$ cat config.mk
export PLATFORM = sky130hd
export DESIGN_NAME = deque_with_value_search_unit
export DESIGN_NICKNAME = d
export VERILOG_FILES = /design/src/hdl/deqs_pkg.sv /design/src/hdl/deqs_ram.sv /design/src/hdl/deqs_ctrl.sv /design/src/hdl/deque_with_value_search_unit.sv
export SDC_FILE = /design/constraint.sdc
export NUM_CORES = 1
export LEC_CHECK = 0
export BUFFER_PORTS_ARGS = -buffer_cell sky130_fd_sc_hd__buf_2
export CORE_MARGIN = 2
export CORE_UTILIZATION = 27
export DETAILED_ROUTE_END_ITERATION = 10
export GPL_ROUTABILITY_DRIVEN = 0
export GPL_TIMING_DRIVEN = 0
export HOLD_SLACK_MARGIN = 0.15
export PLACE_DENSITY = 0.41
export SYNTH_ARGS = -nofsm -noshare
export SYNTH_HDL_FRONTEND = slang
export SYNTH_HIERARCHICAL = 1
export SYNTH_SLANG_ARGS = --single-unit
export TNS_END_PERCENT = 1
$ cat constraint.sdc
create_clock -name clk_i -period 5.4 [get_ports clk_i]
set_input_delay 0.54 -clock clk_i [delete_from_list [all_inputs] [get_ports clk_i]]
set_output_delay 0.54 -clock clk_i [all_outputs]
set_load 0.03 [all_outputs]
$ cat src/hdl/deqs_pkg.sv
// ----------------------------------------------------------------------------
// Deque with value search: shared types
// Request and status codes, the controller state, and the result beat layout.
// ----------------------------------------------------------------------------
package deqs_pkg;

  localparam int DataW = 32;
  localparam int ReqW  = 3;
  localparam int OccW  = 5;

  typedef enum logic [ReqW-1:0] {
    REQ_PUSH_FRONT = 3'd0,
    REQ_PUSH_BACK  = 3'd1,
    REQ_POP_FRONT  = 3'd2,
    REQ_POP_BACK   = 3'd3,
    REQ_REMOVE     = 3'd4,
    REQ_CONTAINS   = 3'd5
  } req_e;

  typedef enum logic [1:0] {
    STS_OK        = 2'd0,
    STS_EMPTY     = 2'd1,
    STS_FULL      = 2'd2,
    STS_NOT_FOUND = 2'd3
  } status_e;

  typedef enum logic [2:0] {
    S_IDLE,
    S_POP,
    S_SCAN,
    S_SHIFT,
    S_RESP
  } state_e;

  typedef struct packed {
    status_e          status;
    logic [DataW-1:0] popped;
    logic             found;
    logic [OccW-1:0]  occupancy;
  } res_t;

endpackage

$ cat src/hdl/deqs_ram.sv
// ----------------------------------------------------------------------------
// Deque entry store
// One write port and one read port; read data is registered.
// ----------------------------------------------------------------------------
module deqs_ram
  import deqs_pkg::*;
#(
  parameter int DEPTH = 16
) (
  input  logic                     clk_i,
  input  logic                     we_i,
  input  logic [$clog2(DEPTH)-1:0] waddr_i,
  input  logic [DataW-1:0]         wdata_i,
  input  logic                     re_i,
  input  logic [$clog2(DEPTH)-1:0] raddr_i,
  output logic [DataW-1:0]         rdata_o
);

  logic [DataW-1:0] mem [DEPTH];
  logic [DataW-1:0] rdata_q;

  always_ff @(posedge clk_i) begin
    if (we_i) begin
      mem[waddr_i] <= wdata_i;
    end
  end

  always_ff @(posedge clk_i) begin
    if (re_i) begin
      rdata_q <= mem[raddr_i];
    end
  end

  assign rdata_o = rdata_q;

endmodule

$ cat src/hdl/deqs_ctrl.sv
// ----------------------------------------------------------------------------
// Deque controller
// Keeps the ring head and count, sequences pushes, pops, search and the
// gap-closing shift over the entry store, and offers one result per request.
// ----------------------------------------------------------------------------
module deqs_ctrl
  import deqs_pkg::*;
#(
  parameter int DEPTH = 16
) (
  input  logic                     clk_i,
  input  logic                     rst_ni,
  input  logic                     in_valid_i,
  output logic                     in_stall_o,
  input  logic [ReqW-1:0]          req_type_i,
  input  logic [DataW-1:0]         value_i,
  output logic                     res_valid_o,
  input  logic                     res_ready_i,
  output res_t                     res_o,
  output logic                     mem_we_o,
  output logic [$clog2(DEPTH)-1:0] mem_waddr_o,
  output logic [DataW-1:0]         mem_wdata_o,
  output logic                     mem_re_o,
  output logic [$clog2(DEPTH)-1:0] mem_raddr_o,
  input  logic [DataW-1:0]         mem_rdata_i
);

  localparam int IW = $clog2(DEPTH);
  localparam int CW = $clog2(DEPTH + 1);
  localparam logic [IW-1:0] LastSlot = IW'(DEPTH - 1);
  localparam logic [CW-1:0] FullCount = CW'(DEPTH);

  function automatic logic [IW-1:0] slot_inc(input logic [IW-1:0] s);
    return (s == LastSlot) ? '0 : s + 1'b1;
  endfunction

  function automatic logic [IW-1:0] slot_dec(input logic [IW-1:0] s);
    return (s == '0) ? LastSlot : s - 1'b1;
  endfunction

  // Both operands are below DEPTH, so one conditional subtract wraps the sum.
  function automatic logic [IW-1:0] slot_add(input logic [IW-1:0] base,
                                             input logic [CW-1:0] off);
    logic [CW:0] sum;
    sum = (CW+1)'(base) + (CW+1)'(off);
    if (sum >= (CW+1)'(DEPTH)) begin
      sum = sum - (CW+1)'(DEPTH);
    end
    return sum[IW-1:0];
  endfunction

  state_e           state_q, state_d;
  logic [IW-1:0]    head_q, head_d;
  logic [CW-1:0]    count_q, count_d;
  req_e             req_q, req_d;
  logic [DataW-1:0] val_q, val_d;
  logic [IW-1:0]    rd_slot_q, rd_slot_d;
  logic [CW-1:0]    rd_left_q, rd_left_d;
  logic             pipe_v_q, pipe_v_d;
  logic [IW-1:0]    pipe_slot_q, pipe_slot_d;
  logic [IW-1:0]    wr_slot_q, wr_slot_d;
  res_t             res_q, res_d;
  logic             full, empty, match;
  logic [31:0]      occ_w;

  always_ff @(posedge clk_i or negedge rst_ni) begin
    if (!rst_ni) begin
      state_q  <= S_IDLE;
      head_q   <= '0;
      count_q  <= '0;
      pipe_v_q <= 1'b0;
    end else begin
      state_q  <= state_d;
      head_q   <= head_d;
      count_q  <= count_d;
      pipe_v_q <= pipe_v_d;
    end
  end

  always_ff @(posedge clk_i) begin
    req_q       <= req_d;
    val_q       <= val_d;
    rd_slot_q   <= rd_slot_d;
    rd_left_q   <= rd_left_d;
    pipe_slot_q <= pipe_slot_d;
    wr_slot_q   <= wr_slot_d;
    res_q       <= res_d;
  end

  assign full  = (count_q == FullCount);
  assign empty = (count_q == '0);
  assign match = pipe_v_q && (mem_rdata_i == val_q);

  always_comb begin
    state_d     = state_q;
    head_d      = head_q;
    count_d     = count_q;
    req_d       = req_q;
    val_d       = val_q;
    rd_slot_d   = rd_slot_q;
    rd_left_d   = rd_left_q;
    pipe_v_d    = 1'b0;
    pipe_slot_d = pipe_slot_q;
    wr_slot_d   = wr_slot_q;
    res_d       = res_q;
    mem_we_o    = 1'b0;
    mem_waddr_o = wr_slot_q;
    mem_wdata_o = value_i;
    mem_re_o    = 1'b0;
    mem_raddr_o = rd_slot_q;
    in_stall_o  = 1'b1;
    res_valid_o = 1'b0;

    case (state_q)
      S_IDLE: begin
        in_stall_o = 1'b0;
        if (in_valid_i) begin
          req_d            = req_e'(req_type_i);
          val_d            = value_i;
          res_d.status     = STS_OK;
          res_d.popped     = '0;
          res_d.found      = 1'b0;
          res_d.occupancy  = '0;
          state_d          = S_RESP;
          case (req_e'(req_type_i))
            REQ_PUSH_FRONT: begin
              if (full) begin
                res_d.status = STS_FULL;
              end else begin
                mem_we_o    = 1'b1;
                mem_waddr_o = slot_dec(head_q);
                head_d      = slot_dec(head_q);
                count_d     = count_q + 1'b1;
              end
            end
            REQ_PUSH_BACK: begin
              if (full) begin
                res_d.status = STS_FULL;
              end else begin
                mem_we_o    = 1'b1;
                mem_waddr_o = slot_add(head_q, count_q);
                count_d     = count_q + 1'b1;
              end
            end
            REQ_POP_FRONT: begin
              if (empty) begin
                res_d.status = STS_EMPTY;
              end else begin
                mem_re_o    = 1'b1;
                mem_raddr_o = head_q;
                state_d     = S_POP;
              end
            end
            REQ_POP_BACK: begin
              if (empty) begin
                res_d.status = STS_EMPTY;
              end else begin
                mem_re_o    = 1'b1;
                mem_raddr_o = slot_add(head_q, count_q - 1'b1);
                state_d     = S_POP;
              end
            end
            REQ_REMOVE, REQ_CONTAINS: begin
              rd_slot_d = head_q;
              rd_left_d = count_q;
              state_d   = S_SCAN;
            end
            default: begin
              state_d = S_RESP;
            end
          endcase
        end
      end

      S_POP: begin
        res_d.popped = mem_rdata_i;
        if (req_q == REQ_POP_FRONT) begin
          head_d = slot_inc(head_q);
        end
        count_d = count_q - 1'b1;
        state_d = S_RESP;
      end

      // One read is issued per cycle; its data is compared in the cycle after.
      S_SCAN: begin
        if (match) begin
          res_d.found = 1'b1;
          if (req_q == REQ_REMOVE) begin
            // Entries still unread are exactly those behind the match.
            wr_slot_d = pipe_slot_q;
            rd_slot_d = slot_inc(pipe_slot_q);
            rd_left_d = rd_left_q;
            state_d   = S_SHIFT;
          end else begin
            state_d = S_RESP;
          end
        end else if (rd_left_q != '0) begin
          mem_re_o    = 1'b1;
          mem_raddr_o = rd_slot_q;
          rd_slot_d   = slot_inc(rd_slot_q);
          rd_left_d   = rd_left_q - 1'b1;
          pipe_v_d    = 1'b1;
          pipe_slot_d = rd_slot_q;
        end else if (!pipe_v_q) begin
          res_d.status = STS_NOT_FOUND;
          state_d      = S_RESP;
        end
      end

      // Each entry behind the gap moves one slot toward the front.
      S_SHIFT: begin
        if (pipe_v_q) begin
          mem_we_o    = 1'b1;
          mem_waddr_o = wr_slot_q;
          mem_wdata_o = mem_rdata_i;
          wr_slot_d   = slot_inc(wr_slot_q);
        end
        if (rd_left_q != '0) begin
          mem_re_o    = 1'b1;
          mem_raddr_o = rd_slot_q;
          rd_slot_d   = slot_inc(rd_slot_q);
          rd_left_d   = rd_left_q - 1'b1;
          pipe_v_d    = 1'b1;
        end else if (!pipe_v_q) begin
          count_d = count_q - 1'b1;
          state_d = S_RESP;
        end
      end

      S_RESP: begin
        res_valid_o = 1'b1;
        if (res_ready_i) begin
          state_d = S_IDLE;
        end
      end

      default: begin
        state_d = S_IDLE;
      end
    endcase
  end

  assign occ_w = 32'(count_q);

  always_comb begin
    res_o           = res_q;
    res_o.occupancy = occ_w[OccW-1:0];
  end

  a_count_bound : assert property (@(posedge clk_i) disable iff (!rst_ni)
    count_q <= FullCount)
    else $error("entry count exceeds depth");

  a_head_bound : assert property (@(posedge clk_i) disable iff (!rst_ni)
    head_q <= LastSlot)
    else $error("head slot out of range");

  a_shift_ports : assert property (@(posedge clk_i) disable iff (!rst_ni)
    (mem_we_o && mem_re_o) |-> (mem_waddr_o != mem_raddr_o))
    else $error("read and write of the same slot in one cycle");

  a_full_refused : assert property (@(posedge clk_i) disable iff (!rst_ni)
    (state_q == S_IDLE && in_valid_i && full &&
     (req_type_i == REQ_PUSH_FRONT || req_type_i == REQ_PUSH_BACK))
    |=> (count_q == $past(count_q) && head_q == $past(head_q)))
    else $error("push into a full store changed the state");

endmodule

$ cat src/hdl/deque_with_value_search_unit.sv
// ----------------------------------------------------------------------------
// Deque with value search unit
// Bounded ring deque of signed words with push/pop at both ends, search and
// in-order removal, with a registered result beat.
//
//   channel  direction  handshake                 payload
//   in       input      in_valid_i / in_stall_o    req_type_i, value_i
//   out      output     out_valid_o / out_stall_i  status_o, popped_value_o,
//                                                  found_o, occupancy_o
//
// One request is in work at a time; a pop waits on the registered read data
// of the store. Contains and remove walk the store one entry per cycle, from
// the front; remove then moves each entry behind the match one slot toward
// the front.
// Reset clears head, count, state and valid flags only; the store needs no clearing pass.
// The result register frees the controller while out_stall_i holds a beat.
// ----------------------------------------------------------------------------
module deque_with_value_search_unit
  import deqs_pkg::*;
#(
  parameter int DEPTH = 16
) (
  input  logic                    clk_i,
  input  logic                    rst_ni,
  input  logic                    in_valid_i,
  output logic                    in_stall_o,
  input  logic [ReqW-1:0]         req_type_i,
  input  logic signed [DataW-1:0] value_i,
  output logic                    out_valid_o,
  input  logic                    out_stall_i,
  output logic [1:0]              status_o,
  output logic signed [DataW-1:0] popped_value_o,
  output logic                    found_o,
  output logic [OccW-1:0]         occupancy_o
);

  localparam int IW = $clog2(DEPTH);

  logic             mem_we, mem_re;
  logic [IW-1:0]    mem_waddr, mem_raddr;
  logic [DataW-1:0] mem_wdata, mem_rdata;
  logic             res_valid, res_ready;
  res_t             res;
  logic             out_valid_q, out_valid_d;
  res_t             out_q;

  deqs_ctrl #(
    .DEPTH(DEPTH)
  ) u_ctrl (
    .clk_i       (clk_i),
    .rst_ni      (rst_ni),
    .in_valid_i  (in_valid_i),
    .in_stall_o  (in_stall_o),
    .req_type_i  (req_type_i),
    .value_i     (value_i),
    .res_valid_o (res_valid),
    .res_ready_i (res_ready),
    .res_o       (res),
    .mem_we_o    (mem_we),
    .mem_waddr_o (mem_waddr),
    .mem_wdata_o (mem_wdata),
    .mem_re_o    (mem_re),
    .mem_raddr_o (mem_raddr),
    .mem_rdata_i (mem_rdata)
  );

  deqs_ram #(
    .DEPTH(DEPTH)
  ) u_ram (
    .clk_i   (clk_i),
    .we_i    (mem_we),
    .waddr_i (mem_waddr),
    .wdata_i (mem_wdata),
    .re_i    (mem_re),
    .raddr_i (mem_raddr),
    .rdata_o (mem_rdata)
  );

  // The output register takes a new beat when empty or when its beat leaves.
  assign res_ready = !out_valid_q || !out_stall_i;

  always_comb begin
    out_valid_d = out_valid_q;
    if (res_valid && res_ready) begin
      out_valid_d = 1'b1;
    end else if (!out_stall_i) begin
      out_valid_d = 1'b0;
    end
  end

  always_ff @(posedge clk_i or negedge rst_ni) begin
    if (!rst_ni) begin
      out_valid_q <= 1'b0;
    end else begin
      out_valid_q <= out_valid_d;
    end
  end

  always_ff @(posedge clk_i) begin
    if (res_valid && res_ready) begin
      out_q <= res;
    end
  end

  assign out_valid_o    = out_valid_q;
  assign status_o       = out_q.status;
  assign popped_value_o = out_q.popped;
  assign found_o        = out_q.found;
  assign occupancy_o    = out_q.occupancy;

endmodule

* Yosys cells after proc, flatten, opt, wreduce, memory -nomap -nowiden *
Memory sizes are Yosys's and may differ from the RTL's. A register that Yosys moved wholly into a read port is not among the register bits.
Cells that the tools add are included.

storage, ports and cells
  bits in writable memories = 512
  output and inout bits = 42
  latch bits = 0
  memory bits (read-only) = 0
  logic and storage cells = 180
  flip-flop bits (word level) = 141
  memories = 1

operators by class
  divide/modulo/power cells = 0
  shift operators = 0
  mux-type cells = 83
  $add $sub $neg = 12
  equal/unequal tests = 34
  magnitude comparators = 2
  bitwise operators = 1
  reductions and logical operators = 29
  $mul = 0

memory list
  memory     depth  width  read ports  clocked after Yosys merged registers in  wr ports  line            source
  u_ram.mem  16     32     1           1                                        1         deqs_ram.sv:19  logic [DataW-1:0] mem [DEPTH];

operators with widths
  kind                   number
  $mux W4                27
  $mux W32               2
  $pmux W32 S2           1
  $mux W5                9
  $mux W40               1
  $eq A32 B32 Y1         1
  $pmux W4 S2            4
  $pmux W5 S3            2
  $ne A2 B2 Y1 const B   11
  $mux W3                7
  $mux W1                17
  $add A4 B1 Y4 const B  4
  $eq A4 B4 Y1 const B   4
  $eq A3 B2 Y1 const B   5
  $pmux W3 S5            1
  $add A4 B5 Y6          2
  $eq A3 B3 Y1 const B   4
  $ge A6 B5 Y1 const B   2
  $pmux W4 S3            1
  $reduce_and A4 Y1      3
  $sub A4 B1 Y4 const B  3
  $ne A2 B1 Y1 const B   5
  $reduce_and A5 Y1      2
  $sub A5 B1 Y5 const B  2
  23 further kinds       41

* Longest topological paths before layout *
  depth in word-level cells = 8
  mapped depth = 15
  mapped depth without buffers = 13

* By module *
The synthesis kept the hierarchy.

modules (own cells, without submodules)
  module                        area each (um2)  cells each  times used
  deqs_ram                      20,155.6         838         1
  deqs_ctrl                     5,440.2          466         1
  deque_with_value_search_unit  1,248.7          44          1

* Worst setup path before layout *
No wires, ideal clock.

  kind = reg2reg
  from = register u_ctrl.head_q[1]
  to = memory u_ram.mem[0][0], enable pin
  data required time = 4,939 ps
  arrival time = 4,190 ps
  period minus slack after synthesis = 4,651 ps
  cell stages (with the launch flop) = 10
  path slack = 749 ps
  cells stage by stage = dfrtp_1 inv_1 ha_1 o21bai_1 a21oi_1 a41oi_1 o21ai_0 o21ai_0 or3b_2 nor3_1

between the ends
  longest elaborated chain between the ends = 7
  elaborated cells on any way between the ends = 12
  those cells by class = add/sub: 3; order compare: 1; mux: 7; reduce/logical: 1

RTL lines
  what                                           line                                source
  start: declaration                             deqs_ctrl.sv:53                     logic [IW-1:0] head_q, head_d;
  start signal: assignment                       deqs_ctrl.sv:69                     head_q <= '0;
  start signal: assignment                       deqs_ctrl.sv:74                     head_q <= head_d;
  $add A4 B5 Y6                                  deqs_ctrl.sv:45                     sum = (CW+1)'(base) + (CW+1)'(off);
  $ge A6 B5 Y1 or $sub A4 B1 Y4 (tied branches)  deqs_ctrl.sv:46, deqs_ctrl.sv:47
  $mux W4                                        deqs_ctrl.sv:46                     if (sum >= (CW+1)'(DEPTH)) begin
  $mux W4                                        deqs_ctrl.sv:137                    if (full) begin
  $pmux W4 S2 (*)                                deqs_ctrl.sv:125                    case (req_e'(req_type_i))
  $mux W4 (*)                                    deqs_ctrl.sv:117                    if (in_valid_i) begin
  $mux W4 (*)                                    --
  via mem_waddr[3]                               deque_with_value_search_unit.sv:40  logic [IW-1:0] mem_waddr, mem_raddr;
  end: declaration                               deqs_ram.sv:19

Mark *: on every way through the listed nets, which the timed path passes. The rest lies on a longest branch.

* Worst setup path after layout *
  from = register u_ctrl.state_q[1]
  to = register u_ram.rdata_q[21], in the netlist u_ram/rdata_o[21], read port of u_ram.mem (data pin)

between the ends
  longest elaborated chain between the ends = 2
  elaborated cells on any way between the ends = 5
  those cells by class = eq/ne: 2; mux: 2; reduce/logical: 1

RTL lines
  what                      line                                source
  start: declaration        deqs_ctrl.sv:52                     state_e state_q, state_d;
  start signal: assignment  deqs_ctrl.sv:73                     state_q <= state_d;
  $logic_not A3 Y1          deqs_ctrl.sv:114                    case (state_q)
  $mux W4                   --
  via mem_raddr[1]          deque_with_value_search_unit.sv:40
  end: declaration          deqs_ram.sv:20                      logic [DataW-1:0] rdata_q;

The timed path passes the listed nets, and every way through them passes these cells.
A chain may end at the register's enable or synchronous reset.

==> results summary <==
The run finished with clean final reports. The routed via count divided by cell count is 4.74. The commonest cells after synthesis are edfxtp_1 (671), mux4_2 (128), nand2_1 (82).

The count of clock tree sinks came out at 685. The initial antenna violation count came out at 1. The first-pass GRT wire length is 108,000 um. The final instance count without filler cells came out at 2,930. The worst supply voltage drop on vdd came out at 0.202 mV. The final net count is ~1,600. Setup repair after global routing could not meet its margin everywhere. The clock passes through at most 3 buffers. The antenna diode instance count is 0. The fmax came out at between 0.15 and 0.2 GHz. For this run, the total global-route usage over all layers was measured as 0.148. The setup skew after layout came out at 0.0263 ns. The end point of the most critical hold path is u_ctrl/val_q[30]$_DFFE_PP_. The switching share of power came out at 0.277. During synthesis, Yosys emitted a total of 6 warnings. The number of cells on the critical path came out at 12. The detailed router's first-iteration violation count is 1,038. Yosys mapped a number of flops with a built-in enable equal to roughly 670. The total count of max-transition violations in the final report came out at 0. The ratio of total power to cell area came out at 438 mW/mm2. The maximum net fanout on the critical path came out at 25. In this run the most critical hold path is launched from value_i[30]. The worst setup path is launched from a flop.

The core region is 0.0984 mm2. The worst-case setup slack after placement came out at about 0.16 ns. The half-perimeter wire length of the detailed placement result came out at 50,200 um. The post-synthesis instance area came out at 0.0268 mm2.

The combinational fraction of design power is 0.181. After clock tree synthesis, the clock-pin slew on the worst setup and hold paths is 0.06 ns. The depth of the CTS H-tree came out at 3. In this run the worst hold path is classified as input port to flop.

The startpoint identified for the worst register-to-register timing path is u_ctrl/state_q[1]$_DFFE_PN0P_. The via count of the first global-routing pass was 14,700. Counting tap cells, the placed design contains a total of 2,757 instances.

The setup check on the worst reg-to-reg path leaves a slack of 0.26 ns. The number of I/O pins is 81. The number of max-capacitance violations reported came out at 0. The post-CTS setup buffer count is 0. Traced cell by cell, the critical path runs through buf_2 > nor3_1 > nand2_1 > inv_2 > buf_12 > nand2_1 > o31ai_1 > buf_2 > buf_1 > mux4_2 > a22oi_1 > nand2_1.

The vertical extent of the die is 319 um. The pin count of the biggest net entering global routing is 26. The post-route worst setup slack is 0.262 ns. The power dissipated by switching net loads is 3.95 mW.

The number of CTS-inserted buffers is 80. The leakage power figure is 10.6 nW. The shortest period the worst path allows came out at around 5.1 ns. For this run, the register share of the synthesized area comes to 0.764. STA puts the critical path data arrival time at 5.48 ns. The dominant synthesized flop cell is edfxtp_1. In the finished design, the share of the clock period the worst path needs comes to 0.951. By instance count, the cell type seen most on the critical path is nand2_1. Setup violations remaining at the end of the flow were counted as 0. Across all layers, the routed design uses roughly 14,000 vias. In the final routed layout, each cell accounts on average for 25.6 um. The start-to-end type of the worst setup path is flop to flop.

The source-to-sink clock delay at the later pin of the worst-skew pair is 0.62 ns. The internal cell power came out at 10.3 mW. After synthesis, the mean cell area works out to 19.9 um2. The instance count of the mapped netlist is about 1,300.

The effective utilization at floorplan is 0.273. In this run the critical register-to-register path is captured at u_ram/rdata_o[21]$_DFFE_PP_. The most critical setup path has its startpoint at u_ctrl/state_q[1]$_DFFE_PN0P_. The number of synthesized register bits is 685.

Measured in cells, the most critical reg-to-reg path has a length of 12. The floorplan row count came out at roughly 120. Clock tree synthesis selected as its root buffer the cell clkbuf_16. The count of port buffers added during placement is 80. Together, buffers and inverters on the worst path number 5.

The delay of the slowest cell on the worst path came out at 0.75 ns. The width of the chip is roughly 320 um. Of the cells placed in the final design, the portion with a size suffix greater than 1 is 0.278.

The total count of hold-check failures in the final report is 0. The number of library cell types mapped by synthesis is 52. TritonCTS built the clock tree. The top cell type's share of synthesized area is 0.751. After synthesis, the share of flip-flops with an asynchronous set or reset is 0.0204.

The part of the power in the clock network came out at 0.364. The area added between synthesis and finish came out at 21.5%. STA classifies the critical path endpoint as a flop.

The count of nets left with antenna violations once routing finished came out at 0. The relative slew slack came out at 0.241. The slowest stage of the critical path is the buf_1 cell.

For this run, design rule violations remaining after detail routing come to 0. By area the synthesized netlist is led by edfxtp_1 (75%), mux4_2 (11%), a22oi_1 (1.8%). The number of nets produced by synthesis is 1,405. For the pin with the worst max-slew slack, the measured transition is between 1 and 1.5 ns. The category of cells accounting for the largest share of critical-path delay is buffers and inverters. The sequential share of power came out at 0.455. The remaining global-route overflow came out at 0. The routed design has 75,100 um of wire. The floorplan die area is 0.102 mm2. The dominant cell type by area after synthesis is edfxtp_1. By instance count, the leading cell after synthesis is edfxtp_1.

For this run, the detailed router's first-pass iteration total came to 5. The total power of the final layout is 14.3 mW. Data on the critical path is required at its endpoint by 5.75 ns. Counting instances, the worst hold path has a depth of 1.
## stage by stage
| stage | TNS (ns) | utilization | instance area (um2) | hold WS, ns |
|---|---|---|---|---|
| after floorplan | 0 | - | 26800 | 0.244 |
| after global placement | -867.58 | 0.293 | 28900 | 0.403 |
| after detailed placement | 0 | 0.302 | 29800 | 0.405 |
| after CTS | 0 | 0.331 | 32600 | 0.150 |
| after global routing | -0.438 | 0.331 | 32600 | 0.162 |
| final | 0 | 0.331 | 32600 | 0.183 |
## state kept, by name, indices dropped and copies added, names as in the netlist
signal / flops
u_ctrl/count_q: 5
found_o: 1
u_ctrl/wr_slot_q: 4
u_ctrl/req_q: 3
u_ctrl/rd_slot_q: 4
u_ctrl/val_q: 32
u_ctrl/pipe_slot_q: 4
popped_value_o: 32
u_ctrl/state_q: 3
u_ctrl/pipe_v_q: 1
u_ctrl/res_o: 35
status_o: 2
u_ram/mem: 512
occupancy_o: 5
u_ctrl/rd_left_q: 5
out_valid_o: 1
u_ram/rdata_o: 32
u_ctrl/head_q: 4
## worst max path at each step
stage / slack, ns / end
final: 0.26 / u_ram/rdata_o[21]$_DFFE_PP_
after global routing: -0.07 / u_ram/rdata_o[19]$_DFFE_PP_
after CTS: 0.12 / u_ram/rdata_o[19]$_DFFE_PP_
after detailed placement: 0.16 / u_ram/rdata_o[19]$_DFFE_PP_
after global placement: -3.44 / u_ram/rdata_o[20]$_DFFE_PP_
after floorplan: 0.75 / u_ram/mem[0][0]$_DFFE_PP_
## cell type report
type / count / area, um2
Tap cell: 1287 / 1610
Buffer: 61 / 298
Multi-Input combinational cell: 588 / 6130
Fill cell: 9464 / 65800
Clock inverter: 41 / 315
Clock buffer: 101 / 2210
Inverter: 14 / 52.6
Timing Repair Buffer: 153 / 1490
Sequential cell: 685 / 20500
## cell families after synthesis
logic type                 synth area share
AOI/OAI and AO/OA                    0.0363
xor gates and xnor gates             0.0176
adders and majority gates           0.00895
buffers and inverters                0.0129
DFF                                   0.764
muxes                                 0.123
and+or+nand+nor                      0.0375
## worst register-to-register path, stage by stage (launching register included)
cell and delay [ns]:
dfrtp_1 0.37, buf_2 0.18, nor3_1 0.44, nand2_1 0.31, inv_2 0.42, buf_12 0.28
nand2_1 0.29, o31ai_1 0.55, buf_2 0.44, buf_1 0.75, mux4_2 0.42, a22oi_1 0.31
nand2_1 0.11
## power groups by stage
stage / logic, mW / clock network (mW) / registers [mW]
2_1_floorplan: 1.45 / 0 / 6.71
3_3_place_gp: 2.53 / 0 / 6.64
3_5_place_dp: 2.62 / 0 / 6.61
4_1_cts: 2.66 / 5.37 / 6.50
5_1_grt: 2.82 / 5.57 / 6.54
6_report: 2.58 / 5.20 / 6.50
## placed cells by master (no fill, tap or decap), types with 5 or more instances in the layout
cell | Yosys | layout
a21o_1 | 5 | 5
a21oi_1 | 23 | 23
a22oi_1 | 65 | 65
and2_1 | 35 | 35
buf_1 | 10 | 6
buf_12 | 0 | 10
buf_16 | 0 | 14
buf_2 | 12 | 92
buf_4 | 11 | 15
buf_6 | 1 | 13
clkbuf_1 | 27 | 41
clkbuf_16 | 0 | 85
clkinv_1 | 0 | 15
clkinv_2 | 0 | 13
dfrtp_1 | 14 | 14
dlygate4sd3_1 | 0 | 31
edfxtp_1 | 671 | 671
ha_1 | 16 | 16
inv_1 | 14 | 13
mux2_2 | 34 | 34
mux4_2 | 128 | 128
nand2_1 | 82 | 81
nand2b_1 | 6 | 6
nand3_1 | 5 | 5
nand4_1 | 10 | 10
nor2_1 | 33 | 20
nor2_4 | 0 | 12
nor3_1 | 12 | 8
o21ai_0 | 24 | 23
o31ai_1 | 5 | 5
xnor2_1 | 38 | 38
xor2_1 | 16 | 16
## metal layers
layer	share of wire	vias to the layer above	track usage
li1	-	5949	-
met1	0.46	7472	0.203
met2	0.47	373	0.237
met3	0.054	93	0.0307
met4	0.020	0	0.0413
met5	0	-	0
## timing repair
action	4_1_cts	5_1_grt
hold buffers	30	1
resized for setup	0	8
setup endpoints to repair	0	23
hold endpoints to repair	43	1
Note: power is estimated with default switching activity, not from simulation.
